[config.mk]
export PLATFORM = sky130hd
export DESIGN_NAME = json_token_scanner
export DESIGN_NICKNAME = d
export VERILOG_FILES = /design/src/rtl/jts_pkg.sv /design/src/rtl/json_token_scanner.sv
export VERILOG_INCLUDE_DIRS = /design/src /design/src/rtl
export SDC_FILE = /design/constraint.sdc
export NUM_CORES = 2
export LEC_CHECK = 0
export BUFFER_PORTS_ARGS = -buffer_cell sky130_fd_sc_hd__clkbuf_2
export CORE_ASPECT_RATIO = 1.1
export CORE_UTILIZATION = 45
export DETAILED_ROUTE_END_ITERATION = 8
export GPL_TIMING_DRIVEN = 0
export SYNTH_ARGS = -nofsm -noshare
export SYNTH_HDL_FRONTEND = slang
export SYNTH_SLANG_ARGS = --single-unit
[constraint.sdc]
create_clock -name clk -period 8.45 [get_ports clk]
set_input_delay 1.2675 -clock clk [delete_from_list [all_inputs] [get_ports clk]]
set_output_delay 1.2675 -clock clk [all_outputs]
set_load 0.1 [all_outputs]
[src/rtl/json_token_scanner_macros.svh]
// assertion macros for the json token scanner
`ifndef JSON_TOKEN_SCANNER_MACROS_SVH
`define JSON_TOKEN_SCANNER_MACROS_SVH

`ifndef SYNTHESIS

`define JTS_ASSERT_SAME(name, ante, cons, msg) \
    name: assert property (@(posedge clk) disable iff (!rst_n) (ante) |-> (cons)) \
        else $error(msg);

`define JTS_ASSERT_NEXT(name, ante, cons, msg) \
    name: assert property (@(posedge clk) disable iff (!rst_n) (ante) |=> (cons)) \
        else $error(msg);

`else

`define JTS_ASSERT_SAME(name, ante, cons, msg)

`define JTS_ASSERT_NEXT(name, ante, cons, msg)

`endif

`endif

[src/rtl/jts_pkg.sv]
package jts_pkg;

    localparam int unsigned COUNT_WIDTH_DEF = 32;
    localparam int unsigned OUT_W = 32;
    localparam int unsigned QDEPTH = 4;
    localparam int unsigned PTR_W = $clog2(QDEPTH);
    localparam int unsigned QCNT_W = $clog2(QDEPTH + 1);
    localparam int unsigned NCAND = 4;

    // token codes
    localparam logic [3:0] TOK_LBRACE  = 4'd0;
    localparam logic [3:0] TOK_RBRACE  = 4'd1;
    localparam logic [3:0] TOK_LBRACK  = 4'd2;
    localparam logic [3:0] TOK_RBRACK  = 4'd3;
    localparam logic [3:0] TOK_COMMA   = 4'd4;
    localparam logic [3:0] TOK_COLON   = 4'd5;
    localparam logic [3:0] TOK_STRING  = 4'd6;
    localparam logic [3:0] TOK_NUMBER  = 4'd7;
    localparam logic [3:0] TOK_TRUE    = 4'd8;
    localparam logic [3:0] TOK_EOF     = 4'd11;
    localparam logic [3:0] TOK_INVALID = 4'd12;

    // literal kinds
    localparam logic [1:0] LIT_TRUE  = 2'd0;
    localparam logic [1:0] LIT_FALSE = 2'd1;
    localparam logic [1:0] LIT_NULL  = 2'd2;

    // characters
    localparam logic [7:0] CH_NUL    = 8'h00;
    localparam logic [7:0] CH_TAB    = 8'h09;
    localparam logic [7:0] CH_LF     = 8'h0A;
    localparam logic [7:0] CH_CR     = 8'h0D;
    localparam logic [7:0] CH_SPACE  = 8'h20;
    localparam logic [7:0] CH_QUOTE  = 8'h22;
    localparam logic [7:0] CH_PLUS   = 8'h2B;
    localparam logic [7:0] CH_COMMA  = 8'h2C;
    localparam logic [7:0] CH_MINUS  = 8'h2D;
    localparam logic [7:0] CH_DOT    = 8'h2E;
    localparam logic [7:0] CH_SLASH  = 8'h2F;
    localparam logic [7:0] CH_ZERO   = 8'h30;
    localparam logic [7:0] CH_NINE   = 8'h39;
    localparam logic [7:0] CH_COLON  = 8'h3A;
    localparam logic [7:0] CH_UC_A   = 8'h41;
    localparam logic [7:0] CH_UC_E   = 8'h45;
    localparam logic [7:0] CH_UC_F   = 8'h46;
    localparam logic [7:0] CH_LBRACK = 8'h5B;
    localparam logic [7:0] CH_BSLASH = 8'h5C;
    localparam logic [7:0] CH_RBRACK = 8'h5D;
    localparam logic [7:0] CH_LC_A   = 8'h61;
    localparam logic [7:0] CH_LC_B   = 8'h62;
    localparam logic [7:0] CH_LC_E   = 8'h65;
    localparam logic [7:0] CH_LC_F   = 8'h66;
    localparam logic [7:0] CH_LC_L   = 8'h6C;
    localparam logic [7:0] CH_LC_N   = 8'h6E;
    localparam logic [7:0] CH_LC_R   = 8'h72;
    localparam logic [7:0] CH_LC_S   = 8'h73;
    localparam logic [7:0] CH_LC_T   = 8'h74;
    localparam logic [7:0] CH_LC_U   = 8'h75;
    localparam logic [7:0] CH_LBRACE = 8'h7B;
    localparam logic [7:0] CH_RBRACE = 8'h7D;

    localparam logic [7:0] LIT_TEXT [4][5] = '{
        '{CH_LC_T, CH_LC_R, CH_LC_U, CH_LC_E, CH_NUL},
        '{CH_LC_F, CH_LC_A, CH_LC_L, CH_LC_S, CH_LC_E},
        '{CH_LC_N, CH_LC_U, CH_LC_L, CH_LC_L, CH_NUL},
        '{CH_NUL, CH_NUL, CH_NUL, CH_NUL, CH_NUL}
    };

    localparam logic [2:0] LIT_LEN [4] = '{3'd4, 3'd5, 3'd4, 3'd0};

    typedef struct packed {
        logic [3:0]       tok_type;
        logic [OUT_W-1:0] start_offset;
        logic [OUT_W-1:0] token_length;
        logic [OUT_W-1:0] line_number;
        logic [OUT_W-1:0] column_number;
        logic             last_result;
    } res_t;

    function automatic logic is_digit(input logic [7:0] b);
        return (b >= CH_ZERO) && (b <= CH_NINE);
    endfunction

    function automatic logic is_hex(input logic [7:0] b);
        return is_digit(b) || ((b >= CH_LC_A) && (b <= CH_LC_F))
            || ((b >= CH_UC_A) && (b <= CH_UC_F));
    endfunction

    function automatic logic is_delim(input logic [7:0] b);
        return (b == CH_NUL) || ((b >= CH_TAB) && (b <= CH_CR)) || (b == CH_SPACE)
            || (b == CH_COMMA) || (b == CH_RBRACK) || (b == CH_RBRACE);
    endfunction

    function automatic logic is_escape(input logic [7:0] b);
        return (b == CH_QUOTE) || (b == CH_BSLASH) || (b == CH_SLASH) || (b == CH_LC_B)
            || (b == CH_LC_F) || (b == CH_LC_N) || (b == CH_LC_R) || (b == CH_LC_T);
    endfunction

    function automatic logic [7:0] lit_char(input logic [1:0] kind, input logic [2:0] idx);
        logic [7:0] c;
        c = CH_NUL;
        if (idx < 3'd5)
        begin
            c = LIT_TEXT[kind][idx];
        end
        return c;
    endfunction

    function automatic logic [2:0] lit_len(input logic [1:0] kind);
        return LIT_LEN[kind];
    endfunction

endpackage

[src/rtl/json_token_scanner.sv]
// JSON text enters one byte per request; each request may also mark end of text. A request
// is held in an input register, is scanned there and its tokens (none to three) go into a
// four-entry result queue that drives the token port, one token per cycle while token_stall
// is low. A request is taken every cycle while the queue has room for its tokens, so the
// scanner runs at one byte per cycle when each byte yields at most one token and the port
// is not stalled. The first token of a request passes the input register, then the queue.
// Offsets wrap and line and column counts saturate at COUNT_WIDTH bits, then are cut or
// zero-extended to 32 bits. After an error one invalid token is sent and later bytes are
// only counted until end of text; the eof token returns the scanner to its reset state.
`include "json_token_scanner_macros.svh"

module json_token_scanner #(
    parameter int unsigned COUNT_WIDTH = jts_pkg::COUNT_WIDTH_DEF
) (
    input  logic        clk,
    input  logic        rst_n,
    input  logic        text_valid,
    output logic        text_stall,
    input  logic [7:0]  data_byte,
    input  logic        byte_present,
    input  logic        end_of_input,
    output logic        token_valid,
    input  logic        token_stall,
    output logic [3:0]  token_type,
    output logic [31:0] start_offset,
    output logic [31:0] token_length,
    output logic [31:0] line_number,
    output logic [31:0] column_number,
    output logic        last_result
);

    localparam int unsigned CW = COUNT_WIDTH;
    localparam int unsigned OUT_W = jts_pkg::OUT_W;
    localparam int unsigned EXT_W = (CW > OUT_W) ? CW : OUT_W;
    localparam int unsigned PTR_W = jts_pkg::PTR_W;
    localparam int unsigned QCNT_W = jts_pkg::QCNT_W;
    localparam int unsigned NCAND = jts_pkg::NCAND;

    typedef enum logic [3:0] {
        M_IDLE,
        M_STR,
        M_ESC,
        M_HEX,
        M_NSIGN,
        M_NZERO,
        M_NINT,
        M_NFRAC0,
        M_NFRAC,
        M_NEXP0,
        M_NEXPS,
        M_NEXP,
        M_LIT,
        M_HOLD
    } mode_t;

    function automatic logic [OUT_W-1:0] cut32(input logic [CW-1:0] v);
        return OUT_W'(EXT_W'(v));
    endfunction

    function automatic logic [CW-1:0] sat_inc(input logic [CW-1:0] v);
        return (v == '1) ? v : v + CW'(1);
    endfunction

    function automatic jts_pkg::res_t mk(
        input logic [3:0]    t,
        input logic [CW-1:0] off,
        input logic [CW-1:0] len,
        input logic [CW-1:0] line,
        input logic [CW-1:0] col
    );
        jts_pkg::res_t r;
        r.tok_type = t;
        r.start_offset = cut32(off);
        r.token_length = cut32(len);
        r.line_number = cut32(line);
        r.column_number = cut32(col);
        r.last_result = 1'b0;
        return r;
    endfunction

    // input register
    logic       in_valid_reg;
    logic       in_valid_next;
    logic [7:0] in_byte_reg;
    logic       in_present_reg;
    logic       in_eoi_reg;
    logic       text_take;
    logic       take;

    // scanner state
    mode_t         mode_reg;
    mode_t         mode_next;
    logic [CW-1:0] offset_reg;
    logic [CW-1:0] offset_next;
    logic [CW-1:0] line_reg;
    logic [CW-1:0] line_next;
    logic [CW-1:0] col_reg;
    logic [CW-1:0] col_next;
    logic          after_cr_reg;
    logic          after_cr_next;
    logic [CW-1:0] tok_off_reg;
    logic [CW-1:0] tok_off_next;
    logic [CW-1:0] tok_line_reg;
    logic [CW-1:0] tok_line_next;
    logic [CW-1:0] tok_col_reg;
    logic [CW-1:0] tok_col_next;
    logic [1:0]    kind_reg;
    logic [1:0]    kind_next;
    logic [2:0]    match_reg;
    logic [2:0]    match_next;

    // result queue
    jts_pkg::res_t     q_mem [jts_pkg::QDEPTH];
    logic [PTR_W-1:0]  q_rd_reg;
    logic [PTR_W-1:0]  q_rd_next;
    logic [PTR_W-1:0]  q_wr_reg;
    logic [PTR_W-1:0]  q_wr_next;
    logic [QCNT_W-1:0] q_count_reg;
    logic [QCNT_W-1:0] q_count_next;
    logic              pop;
    jts_pkg::res_t     head;

    // idle decode of the current byte
    logic          idle_v;
    jts_pkg::res_t idle_res;
    mode_t         idle_mode;
    logic          idle_begin;
    logic [1:0]    idle_kind;
    logic [2:0]    idle_match;

    // scan results
    logic [7:0]    b;
    mode_t         s_mode;
    logic [CW-1:0] s_tok_off;
    logic [CW-1:0] s_tok_line;
    logic [CW-1:0] s_tok_col;
    logic [1:0]    s_kind;
    logic [2:0]    s_match;
    logic          fail_cur;
    logic          fail_tok;
    logic          fin_num;
    logic          fin_lit;
    logic          str_done;
    logic          rescan;
    logic [2:0]    cur_lit_len;
    logic [2:0]    end_lit_len;
    logic [CW-1:0] p_off;
    logic [CW-1:0] p_line;
    logic [CW-1:0] p_col;
    logic          p_cr;

    jts_pkg::res_t     cand [NCAND];
    jts_pkg::res_t     cand_fin [NCAND];
    logic [NCAND-1:0]  cand_v;
    logic [PTR_W-1:0]  slot [NCAND];
    logic [QCNT_W-1:0] n_res;

    assign b = in_byte_reg;

    always_comb
    begin
        idle_v = 1'b0;
        idle_res = mk(jts_pkg::TOK_INVALID, '0, '0, line_reg, col_reg);
        idle_mode = M_IDLE;
        idle_begin = 1'b0;
        idle_kind = kind_reg;
        idle_match = match_reg;
        unique case (b)
            jts_pkg::CH_SPACE, jts_pkg::CH_TAB, jts_pkg::CH_LF, jts_pkg::CH_CR:
            begin
                idle_mode = M_IDLE;
            end
            jts_pkg::CH_LBRACE:
            begin
                idle_v = 1'b1;
                idle_res = mk(jts_pkg::TOK_LBRACE, offset_reg, CW'(1), line_reg, col_reg);
            end
            jts_pkg::CH_RBRACE:
            begin
                idle_v = 1'b1;
                idle_res = mk(jts_pkg::TOK_RBRACE, offset_reg, CW'(1), line_reg, col_reg);
            end
            jts_pkg::CH_LBRACK:
            begin
                idle_v = 1'b1;
                idle_res = mk(jts_pkg::TOK_LBRACK, offset_reg, CW'(1), line_reg, col_reg);
            end
            jts_pkg::CH_RBRACK:
            begin
                idle_v = 1'b1;
                idle_res = mk(jts_pkg::TOK_RBRACK, offset_reg, CW'(1), line_reg, col_reg);
            end
            jts_pkg::CH_COMMA:
            begin
                idle_v = 1'b1;
                idle_res = mk(jts_pkg::TOK_COMMA, offset_reg, CW'(1), line_reg, col_reg);
            end
            jts_pkg::CH_COLON:
            begin
                idle_v = 1'b1;
                idle_res = mk(jts_pkg::TOK_COLON, offset_reg, CW'(1), line_reg, col_reg);
            end
            jts_pkg::CH_QUOTE:
            begin
                idle_begin = 1'b1;
                idle_mode = M_STR;
            end
            jts_pkg::CH_MINUS:
            begin
                idle_begin = 1'b1;
                idle_mode = M_NSIGN;
            end
            jts_pkg::CH_ZERO:
            begin
                idle_begin = 1'b1;
                idle_mode = M_NZERO;
            end
            jts_pkg::CH_LC_T:
            begin
                idle_begin = 1'b1;
                idle_mode = M_LIT;
                idle_kind = jts_pkg::LIT_TRUE;
                idle_match = 3'd1;
            end
            jts_pkg::CH_LC_F:
            begin
                idle_begin = 1'b1;
                idle_mode = M_LIT;
                idle_kind = jts_pkg::LIT_FALSE;
                idle_match = 3'd1;
            end
            jts_pkg::CH_LC_N:
            begin
                idle_begin = 1'b1;
                idle_mode = M_LIT;
                idle_kind = jts_pkg::LIT_NULL;
                idle_match = 3'd1;
            end
            default:
            begin
                if (jts_pkg::is_digit(b))
                begin
                    idle_begin = 1'b1;
                    idle_mode = M_NINT;
                end
                else
                begin
                    idle_v = 1'b1;
                    idle_mode = M_HOLD;
                end
            end
        endcase
    end

    always_comb
    begin
        s_mode = mode_reg;
        s_tok_off = tok_off_reg;
        s_tok_line = tok_line_reg;
        s_tok_col = tok_col_reg;
        s_kind = kind_reg;
        s_match = match_reg;
        fail_cur = 1'b0;
        fail_tok = 1'b0;
        fin_num = 1'b0;
        fin_lit = 1'b0;
        str_done = 1'b0;
        rescan = 1'b0;
        cur_lit_len = jts_pkg::lit_len(kind_reg);
        cand_v = '0;
        cand[0] = idle_res;
        cand[1] = idle_res;

        if (in_present_reg)
        begin
            unique case (mode_reg)
                M_IDLE:
                begin
                    cand_v[0] = idle_v;
                    s_mode = idle_mode;
                    s_kind = idle_kind;
                    s_match = idle_match;
                    if (idle_begin)
                    begin
                        s_tok_off = offset_reg;
                        s_tok_line = line_reg;
                        s_tok_col = col_reg;
                    end
                end
                M_STR:
                begin
                    if (b == jts_pkg::CH_QUOTE)
                    begin
                        str_done = 1'b1;
                    end
                    else if (b == jts_pkg::CH_BSLASH)
                    begin
                        s_mode = M_ESC;
                    end
                    else if ((b < jts_pkg::CH_SPACE) && (b != jts_pkg::CH_TAB))
                    begin
                        fail_cur = 1'b1;
                    end
                end
                M_ESC:
                begin
                    if (jts_pkg::is_escape(b))
                    begin
                        s_mode = M_STR;
                    end
                    else if (b == jts_pkg::CH_LC_U)
                    begin
                        s_mode = M_HEX;
                        s_match = 3'd0;
                    end
                    else
                    begin
                        fail_cur = 1'b1;
                    end
                end
                M_HEX:
                begin
                    if (!jts_pkg::is_hex(b))
                    begin
                        fail_cur = 1'b1;
                    end
                    else if (match_reg >= 3'd3)
                    begin
                        s_match = 3'd0;
                        s_mode = M_STR;
                    end
                    else
                    begin
                        s_match = match_reg + 3'd1;
                    end
                end
                M_NSIGN:
                begin
                    if (b == jts_pkg::CH_ZERO)
                    begin
                        s_mode = M_NZERO;
                    end
                    else if (jts_pkg::is_digit(b))
                    begin
                        s_mode = M_NINT;
                    end
                    else
                    begin
                        fail_cur = 1'b1;
                    end
                end
                M_NZERO, M_NINT:
                begin
                    if (jts_pkg::is_digit(b))
                    begin
                        fail_cur = (mode_reg == M_NZERO);
                    end
                    else if (b == jts_pkg::CH_DOT)
                    begin
                        s_mode = M_NFRAC0;
                    end
                    else if ((b == jts_pkg::CH_LC_E) || (b == jts_pkg::CH_UC_E))
                    begin
                        s_mode = M_NEXP0;
                    end
                    else
                    begin
                        fin_num = 1'b1;
                    end
                end
                M_NFRAC0:
                begin
                    if (jts_pkg::is_digit(b))
                    begin
                        s_mode = M_NFRAC;
                    end
                    else
                    begin
                        fail_cur = 1'b1;
                    end
                end
                M_NFRAC:
                begin
                    if ((b == jts_pkg::CH_LC_E) || (b == jts_pkg::CH_UC_E))
                    begin
                        s_mode = M_NEXP0;
                    end
                    else if (!jts_pkg::is_digit(b))
                    begin
                        fin_num = 1'b1;
                    end
                end
                M_NEXP0:
                begin
                    if ((b == jts_pkg::CH_PLUS) || (b == jts_pkg::CH_MINUS))
                    begin
                        s_mode = M_NEXPS;
                    end
                    else if (jts_pkg::is_digit(b))
                    begin
                        s_mode = M_NEXP;
                    end
                    else
                    begin
                        fail_cur = 1'b1;
                    end
                end
                M_NEXPS:
                begin
                    if (jts_pkg::is_digit(b))
                    begin
                        s_mode = M_NEXP;
                    end
                    else
                    begin
                        fail_cur = 1'b1;
                    end
                end
                M_NEXP:
                begin
                    if (!jts_pkg::is_digit(b))
                    begin
                        fin_num = 1'b1;
                    end
                end
                M_LIT:
                begin
                    if (match_reg < cur_lit_len)
                    begin
                        if (b == jts_pkg::lit_char(kind_reg, match_reg))
                        begin
                            s_match = match_reg + 3'd1;
                        end
                        else
                        begin
                            fail_tok = 1'b1;
                        end
                    end
                    else
                    begin
                        fin_lit = 1'b1;
                    end
                end
                M_HOLD:
                begin
                    s_mode = M_HOLD;
                end
                default:
                begin
                    s_mode = M_HOLD;
                end
            endcase
        end

        // number or literal ended by this byte
        if (fin_num || fin_lit)
        begin
            if (jts_pkg::is_delim(b))
            begin
                cand_v[0] = 1'b1;
                if (fin_num)
                begin
                    cand[0] = mk(jts_pkg::TOK_NUMBER, tok_off_reg, offset_reg - tok_off_reg,
                        tok_line_reg, tok_col_reg);
                end
                else
                begin
                    cand[0] = mk(jts_pkg::TOK_TRUE + {2'b00, kind_reg}, tok_off_reg,
                        CW'(cur_lit_len), tok_line_reg, tok_col_reg);
                end
                s_mode = M_IDLE;
                rescan = 1'b1;
            end
            else
            begin
                fail_cur = 1'b1;
            end
        end
        if (str_done)
        begin
            cand_v[0] = 1'b1;
            cand[0] = mk(jts_pkg::TOK_STRING, tok_off_reg,
                offset_reg + CW'(1) - tok_off_reg, tok_line_reg, tok_col_reg);
            s_mode = M_IDLE;
        end
        if (fail_cur)
        begin
            cand_v[0] = 1'b1;
            cand[0] = mk(jts_pkg::TOK_INVALID, '0, '0, line_reg, col_reg);
            s_mode = M_HOLD;
        end
        if (fail_tok)
        begin
            cand_v[0] = 1'b1;
            cand[0] = mk(jts_pkg::TOK_INVALID, '0, '0, tok_line_reg, tok_col_reg);
            s_mode = M_HOLD;
        end

        // delimiter scanned again between tokens
        if (rescan)
        begin
            cand_v[1] = idle_v;
            s_mode = idle_mode;
        end
    end

    always_comb
    begin
        p_off = offset_reg;
        p_line = line_reg;
        p_col = col_reg;
        p_cr = after_cr_reg;
        if (in_present_reg)
        begin
            p_off = offset_reg + CW'(1);
            if (after_cr_reg && (b == jts_pkg::CH_LF))
            begin
                p_cr = 1'b0;
            end
            else if ((b == jts_pkg::CH_LF) || (b == jts_pkg::CH_CR))
            begin
                p_line = sat_inc(line_reg);
                p_col = CW'(1);
                p_cr = (b == jts_pkg::CH_CR);
            end
            else
            begin
                p_col = sat_inc(col_reg);
                p_cr = 1'b0;
            end
        end
    end

    // end of text
    always_comb
    begin
        end_lit_len = jts_pkg::lit_len(s_kind);
        cand[2] = mk(jts_pkg::TOK_INVALID, '0, '0, p_line, p_col);
        cand[3] = mk(jts_pkg::TOK_EOF, p_off, '0, p_line, p_col);
        cand_v[2] = 1'b0;
        cand_v[3] = in_eoi_reg;
        if (in_eoi_reg)
        begin
            unique case (s_mode)
                M_NZERO, M_NINT, M_NFRAC, M_NEXP:
                begin
                    cand_v[2] = 1'b1;
                    cand[2] = mk(jts_pkg::TOK_NUMBER, s_tok_off, p_off - s_tok_off,
                        s_tok_line, s_tok_col);
                end
                M_STR, M_ESC, M_HEX, M_NSIGN, M_NFRAC0, M_NEXP0, M_NEXPS:
                begin
                    cand_v[2] = 1'b1;
                end
                M_LIT:
                begin
                    cand_v[2] = 1'b1;
                    if ((s_match == end_lit_len) && (end_lit_len != 3'd0))
                    begin
                        cand[2] = mk(jts_pkg::TOK_TRUE + {2'b00, s_kind}, s_tok_off,
                            CW'(end_lit_len), s_tok_line, s_tok_col);
                    end
                    else
                    begin
                        cand[2] = mk(jts_pkg::TOK_INVALID, '0, '0, s_tok_line, s_tok_col);
                    end
                end
                default:
                begin
                    cand_v[2] = 1'b0;
                end
            endcase
        end
    end

    always_comb
    begin
        if (in_eoi_reg)
        begin
            mode_next = M_IDLE;
            offset_next = '0;
            line_next = CW'(1);
            col_next = CW'(1);
            after_cr_next = 1'b0;
            tok_off_next = '0;
            tok_line_next = CW'(1);
            tok_col_next = CW'(1);
            kind_next = jts_pkg::LIT_TRUE;
            match_next = 3'd0;
        end
        else
        begin
            mode_next = s_mode;
            offset_next = p_off;
            line_next = p_line;
            col_next = p_col;
            after_cr_next = p_cr;
            tok_off_next = s_tok_off;
            tok_line_next = s_tok_line;
            tok_col_next = s_tok_col;
            kind_next = s_kind;
            match_next = s_match;
        end
    end

    // pack the tokens of one request into consecutive queue slots
    always_comb
    begin
        logic [PTR_W-1:0]  pos;
        logic [QCNT_W-1:0] cnt;
        logic              seen;
        pos = '0;
        cnt = '0;
        seen = 1'b0;
        for (int i = 0; i < NCAND; i++)
        begin
            slot[i] = q_wr_reg + pos;
            if (cand_v[i])
            begin
                pos = pos + PTR_W'(1);
                cnt = cnt + QCNT_W'(1);
            end
        end
        for (int i = NCAND - 1; i >= 0; i--)
        begin
            cand_fin[i] = cand[i];
            cand_fin[i].last_result = cand_v[i] && !seen;
            seen = seen || cand_v[i];
        end
        n_res = cnt;
    end

    assign take = in_valid_reg
        && (({1'b0, q_count_reg} + {1'b0, n_res}) <= (QCNT_W + 1)'(jts_pkg::QDEPTH));
    assign text_stall = in_valid_reg && !take;
    assign text_take = text_valid && !text_stall;
    assign in_valid_next = text_take || (in_valid_reg && !take);

    assign token_valid = (q_count_reg != '0);
    assign pop = token_valid && !token_stall;
    assign q_rd_next = q_rd_reg + PTR_W'(pop);
    assign q_wr_next = take ? q_wr_reg + PTR_W'(n_res) : q_wr_reg;
    assign q_count_next = q_count_reg + (take ? n_res : '0) - QCNT_W'(pop);

    always_ff @(posedge clk or negedge rst_n)
    begin
        if (!rst_n)
        begin
            in_valid_reg <= 1'b0;
            q_rd_reg <= '0;
            q_wr_reg <= '0;
            q_count_reg <= '0;
            mode_reg <= M_IDLE;
            offset_reg <= '0;
            line_reg <= CW'(1);
            col_reg <= CW'(1);
            after_cr_reg <= 1'b0;
            tok_off_reg <= '0;
            tok_line_reg <= CW'(1);
            tok_col_reg <= CW'(1);
            kind_reg <= jts_pkg::LIT_TRUE;
            match_reg <= 3'd0;
        end
        else
        begin
            in_valid_reg <= in_valid_next;
            q_rd_reg <= q_rd_next;
            q_wr_reg <= q_wr_next;
            q_count_reg <= q_count_next;
            if (take)
            begin
                mode_reg <= mode_next;
                offset_reg <= offset_next;
                line_reg <= line_next;
                col_reg <= col_next;
                after_cr_reg <= after_cr_next;
                tok_off_reg <= tok_off_next;
                tok_line_reg <= tok_line_next;
                tok_col_reg <= tok_col_next;
                kind_reg <= kind_next;
                match_reg <= match_next;
            end
        end
    end

    always_ff @(posedge clk)
    begin
        if (text_take)
        begin
            in_byte_reg <= data_byte;
            in_present_reg <= byte_present;
            in_eoi_reg <= end_of_input;
        end
        if (take)
        begin
            for (int i = 0; i < NCAND; i++)
            begin
                if (cand_v[i])
                begin
                    q_mem[slot[i]] <= cand_fin[i];
                end
            end
        end
    end

    assign head = q_mem[q_rd_reg];
    assign token_type = head.tok_type;
    assign start_offset = head.start_offset;
    assign token_length = head.token_length;
    assign line_number = head.line_number;
    assign column_number = head.column_number;
    assign last_result = head.last_result;

    `JTS_ASSERT_NEXT(a_eof_clears_state, take && in_eoi_reg, (mode_reg == M_IDLE) && (offset_reg == '0) && (line_reg == CW'(1)), "scanner state not cleared after end of text")
    `JTS_ASSERT_SAME(a_eof_token_written, take && in_eoi_reg, cand_v[3] && (n_res != '0), "end of text without eof token")
    `JTS_ASSERT_SAME(a_hold_is_silent, take && (mode_reg == M_HOLD) && !in_eoi_reg, n_res == '0, "token produced after an error")
    `JTS_ASSERT_NEXT(a_queue_drains, pop && (q_count_reg == QCNT_W'(1)) && !take, !token_valid, "queue still valid after last token taken")

endmodule
* Word-level counts from Yosys, hierarchy flattened
Memories as Yosys holds them, arrays and structs flattened.
Cells that the tools add are included.
** Storage, ports and cells
- Register bits after elaboration :: 219
- RAM bits :: 532
- Input port bits :: 14
- Memories :: 1
** Operators by class
- Add/subtract/negate cells :: 14
- Magnitude comparators :: 15
- Eq/ne operators :: 47
- Muxes and demuxes :: 117
- Bitwise operators :: 2
- Reductions and logical operators :: 51
** Memory list
- q_mem :: words 4, bits a word 133, read ports 1, clocked after memory_dff 0, write ports 2, line json_token_scanner.sv:113 : jts_pkg::res_t q_mem [jts_pkg::QDEPTH];
** Operators by type and width (count)
- two-way mux 133 bit :: 6
- one-hot mux 133 bit (6 select lines) :: 1
- two-way mux 32 bit :: 9
- equality test 8 x 7 -> 1 bit (second input constant) :: 13
- adder 32 x 1 -> 32 bit (second input constant) :: 3
- two-way mux 4 bit :: 22
- binary-select mux 40 bit (select 2 bit) :: 1
- two-way mux 40 bit :: 2
- equality test 8 x 6 -> 1 bit (second input constant) :: 9
- equality test 32 bit (second input constant) :: 2
- subtractor 32 bit :: 2
- two-way mux 1 bit :: 49
- two-way mux 8 bit :: 6
- one-hot mux 4 bit (11 select lines) :: 1
- two-way mux 3 bit :: 11
- binary-select mux 8 bit (select 3 bit) :: 1
- equality test 8 x 4 -> 1 bit (second input constant) :: 3
- equality test 4 bit (second input constant) :: 5
- one-hot mux 4 bit (5 select lines) :: 1
- OR reduction 10 bit :: 2
- logical OR 1 bit :: 19
- equality test 4 x 3 -> 1 bit (second input constant) :: 4
- >= comparator 8 x 7 -> 1 bit (second input constant) :: 2
- less-or-equal comparator 8 x 7 -> 1 bit (second input constant) :: 2
- other kinds (43) :: 70

* Longest topological paths before layout
- Word-level depth :: 28
- Gate-level depth with buffers :: 28

* Worst setup path after synthesis
Ideal clock, no wire load.
- Path kind :: register to register
- Start :: register kind_reg[0]
- End :: memory q_mem[2][0] in the netlist's numbering (enable)
- Arrival time :: 7.005 ns
- Required time :: 7.502 ns
- Path slack :: 0.498 ns
- Stages on the path, launching flop included :: 25
- Buffers on the path :: 4
- Clock period less this slack :: 7.952 ns
- Path through :: dfrtp_1 inv_1 ha_1 mux2_2 a22oi_1 or4b_1 o41ai_1 o221ai_1 o2111ai_2 buf_2 nand2_1 ha_1 inv_1 ha_1 inv_1 fa_1 nand2b_1 a211oi_1 or2_2 nand2_1 clkbuf_1 a2111o_1 buf_2 buf_2 nand2_1
** RTL lines
- start: declaration :: line json_token_scanner.sv:107 : logic [1:0] kind_reg;
- start signal: assignment :: line json_token_scanner.sv:661 : kind_reg <= jts_pkg::LIT_TRUE;
- start signal: assignment :: line json_token_scanner.sv:680 : kind_reg <= kind_next;
- end: declaration :: line json_token_scanner.sv:113

==> reports/metrics.cfg <==
[sta]
fin_tns_setup_ns = 0
rsz0062_at_grt = no
hold_viol = 0
period_needed_ns = 8.065
period_share_pct = 95.44
worstMarginPinSlew_ns = 1.446
finalSetupViolations = 0
fmax_mhz = 124.0
maxSlewHeadroom_pct = 3.609
drv_slew = 0
finClkSkew_ns = 0.02952

[route]
first_iter_violations = 3057
wl_met2_um = 60720
wl_per_cell_um = 25.05
drtPass1Iterations = 5
wirelength_um = 122900
routed-wl-met3_um = 7664
dr_total_vias = 30200
drt-met1-wl_um = 50710
avgViaCountPerCell = 6.157
top_layer_used = met4
ant_nets = 0
drc = 0

[clock_network]
numCtsBuffers = 80
clock_sinks = 751
clk_pin_slew_ns = 0.06
postCtsSetupRepairBufs = 0
h-tree-depth = 3
cts_tree = yes
cts_root_buf = clkbuf_16
clock_path_buffers = 3
clk_latency_ns = 0.66

[placed_design]
dp.cells = 4760
place_hpwl_um = 86320
globalplace.congestion = 0.9423
io_buffers = 147

[synthesis]
ys_ff_latch = 751
synthTopCellsByCount = edfxtp_1 (417), nor2_1 (312), nand2_1 (238), dfrtp_1 (206), clkbuf_1 (201)
synth_cell_types = 99
synthArstFlopShare_pct = 27.96
syn_area_um2 = 39570
synth_cells = 3450
synth_warnings = 0
synth_area_per_cell_um2 = 11.47
synth_edf_count = 417
yosys.area.top_type = edfxtp_1
mappedNetlistNets = 3550
yosys_most_used_dff = edfxtp_1
yosys.cell_count.top_type = edfxtp_1
synth.area.top_cells = edfxtp_1 (32%), dfrtp_1 (13%), mux4_2 (7.6%), dfxtp_1 (6.3%), a32o_1 (4.9%)
ys_seq_area_share_pct = 51.21
netlist.area_leader.share_pct = 31.64

[worst_setup_path]
r2r_start = kind_reg[0]
worstReg2RegEnd = q_mem[3][41]
worst_ep_required_time_ns = 8.76
startpoint = kind_reg[0]
path_class = flip-flop to flip-flop
reg2reg_setup_slack_ns = 0.39
cp_max_fo = 45
crit_path_start_kind = flip-flop
cp.arrival_ns = 8.37
reg2regPathDepth = 25
worstSetupEndpoint = q_mem[3][41]
cp-end-kind = flip-flop

[pwr]
pwr-share-seq_pct = 29.0
irDropWorstVdd_mv = 0.4548
power.density_nw_per_um2 = 354.6
power_switching_mw = 7.611
clockPowerShare_pct = 21.7
comb_power_share_pct = 49.2
switching_share_pct = 48.07
p_leak_nw = 16.82
internal_power_mw = 8.221

[global_routing]
antenna_found_initial = 0
grt_use_total_pct = 27.27
grt_max_degree = 103
grt_first_pass_wirelength_um = 185700
grt_pass1_vias = 30120
grt_overflow_total = 0

[final_layout]
diodes = 0
largest_reg_flops = 532
drive_gt1_share_pct = 16.46
areaGrowthSynthToFinish_pct = 12.82
finalNonFillerCells = 4904
layout.nets = 3792

[worst_hold_path]
min_path_type = flip-flop to flip-flop

[floorplanning]
initial_core_util_pct = 45.66
core.rowCount = 113
io_pins = 149
die_w_um = 284.8
die_area_um2 = 89130
core_area_um2 = 86670
chipHeight_um = 313.0

[run]
drv_cap = 0

[outcome]
outcome = finished, final reports clean

-- power groups by stage --
stage	logic [mW]	registers [mW]	clock network [mW]
after CTS	7.80	4.60	3.49
after global routing	8.13	4.65	3.63
after floorplan	6.06	4.62	0
after detailed placement	7.77	4.67	0
after global placement	7.70	4.71	0
final	7.79	4.60	3.44
-- worst min-delay path by stage --
stage	cells past startpoint	slack, ns	start	end
2_1_floorplan	2	0.43	q_mem[2][86]	q_mem[2][86]
3_3_place_gp	2	0.44	q_mem[2][86]	q_mem[2][86]
3_5_place_dp	2	0.44	q_mem[2][86]	q_mem[2][86]
4_1_cts	2	0.45	q_mem[2][86]	q_mem[2][86]
5_1_grt	2	0.47	q_mem[2][86]	q_mem[2][86]
6_report	2	0.46	q_mem[3][86]	q_mem[3][86]
-- critical path, cell delays in order, from the launching register on --
cell,delay (ns)
dfrtp_1,0.49
inv_1,0.13
ha_1,0.34
mux2_2,0.27
a22oi_1,0.28
or4b_1,0.47
o41ai_1,0.08
o221ai_1,0.24
o2111ai_2,0.46
buf_2,0.35
nand2_1,0.20
ha_1,0.31
inv_1,0.18
ha_1,0.21
inv_1,0.06
fa_1,0.51
nand2b_1,0.07
a211oi_1,0.28
or2_2,0.20
nand2_1,0.31
nor3_1,0.38
nand2_1,0.36
clkbuf_1,0.53
nand2_8,0.39
buf_16,0.28
buf_16,0.31
-- area by class of cell --
class | count | area (µm²)
fill | 7737 | 42020
inverter | 78 | 292.8
buffer | 322 | 1341
tap | 1150 | 1439
multi-input combinational | 2299 | 17740
sequential | 751 | 20260
clock inverter | 39 | 331.6
clock buffer | 105 | 2198
timing repair buffer | 160 | 1041
-- metrics by stage --
step	hold WS [ns]	utilization [%]	cell area [µm²]	setup WS (ns)	power, mW
detailed placement	0.4411	48.56	42090	0.1103	12.44
global placement	0.4411	48.17	41750	-3.513	12.41
CTS	0.4493	51.48	44620	0.08664	15.88
finish	0.4577	51.52	44650	0.3851	15.83
global route	0.4728	51.52	44650	0.006239	16.41
floorplan	0.4287	-	39570	0.4976	10.68
-- cell families after synthesis --
family	Yosys count	share of synthesized area (%)
and+or+nand+nor	912	10.92
AOI/OAI and AO/OA	893	16.78
DFF	751	51.21
buffers and inverters	400	4.123
muxes	230	10.24
xor gates and xnor gates	178	3.939
adders and majority gates	86	2.795
-- what timing repair did --
| action | CTS | global route |
|---|---|---|
| hold buffers | 0 | 0 |
| gates resized for setup | 0 | 9 |
| endpoints found under the setup margin | 0 | 149 |
-- layout by cell type (no fill, tap or decap), types with 17 or more instances in the layout --
cell type  count
nand2b_1      18
a211oi_1      23
nor2_1       312
a22o_1        66
mux4_2       133
o31ai_1       18
ha_1          82
o21ai_0      120
a32o_1       194
nand3_1       68
mux2i_1       28
dfxtp_1      124
inv_1         77
o22ai_1      150
o21a_1        22
nand2_1      235
and2_1        17
a21oi_1      135
edfxtp_1     417
xnor2_1       85
clkbuf_16     81
nor3_1        86
dfrtp_1      206
clkbuf_1     214
and3_1        28
xor2_1        93
clkbuf_2     149
buf_2         80
a21o_1        32
buf_1         33
nand4_1       26
mux2_2        69
-- routing by layer --
layer | GRT usage, % | up-vias
met5 | 0 | -
met4 | 8.761 | 0
met3 | 3.574 | 206
met2 | 46.64 | 1146
met1 | 35.83 | 15120
li1 | - | 13720
Power figures use the tool's default switching activity.
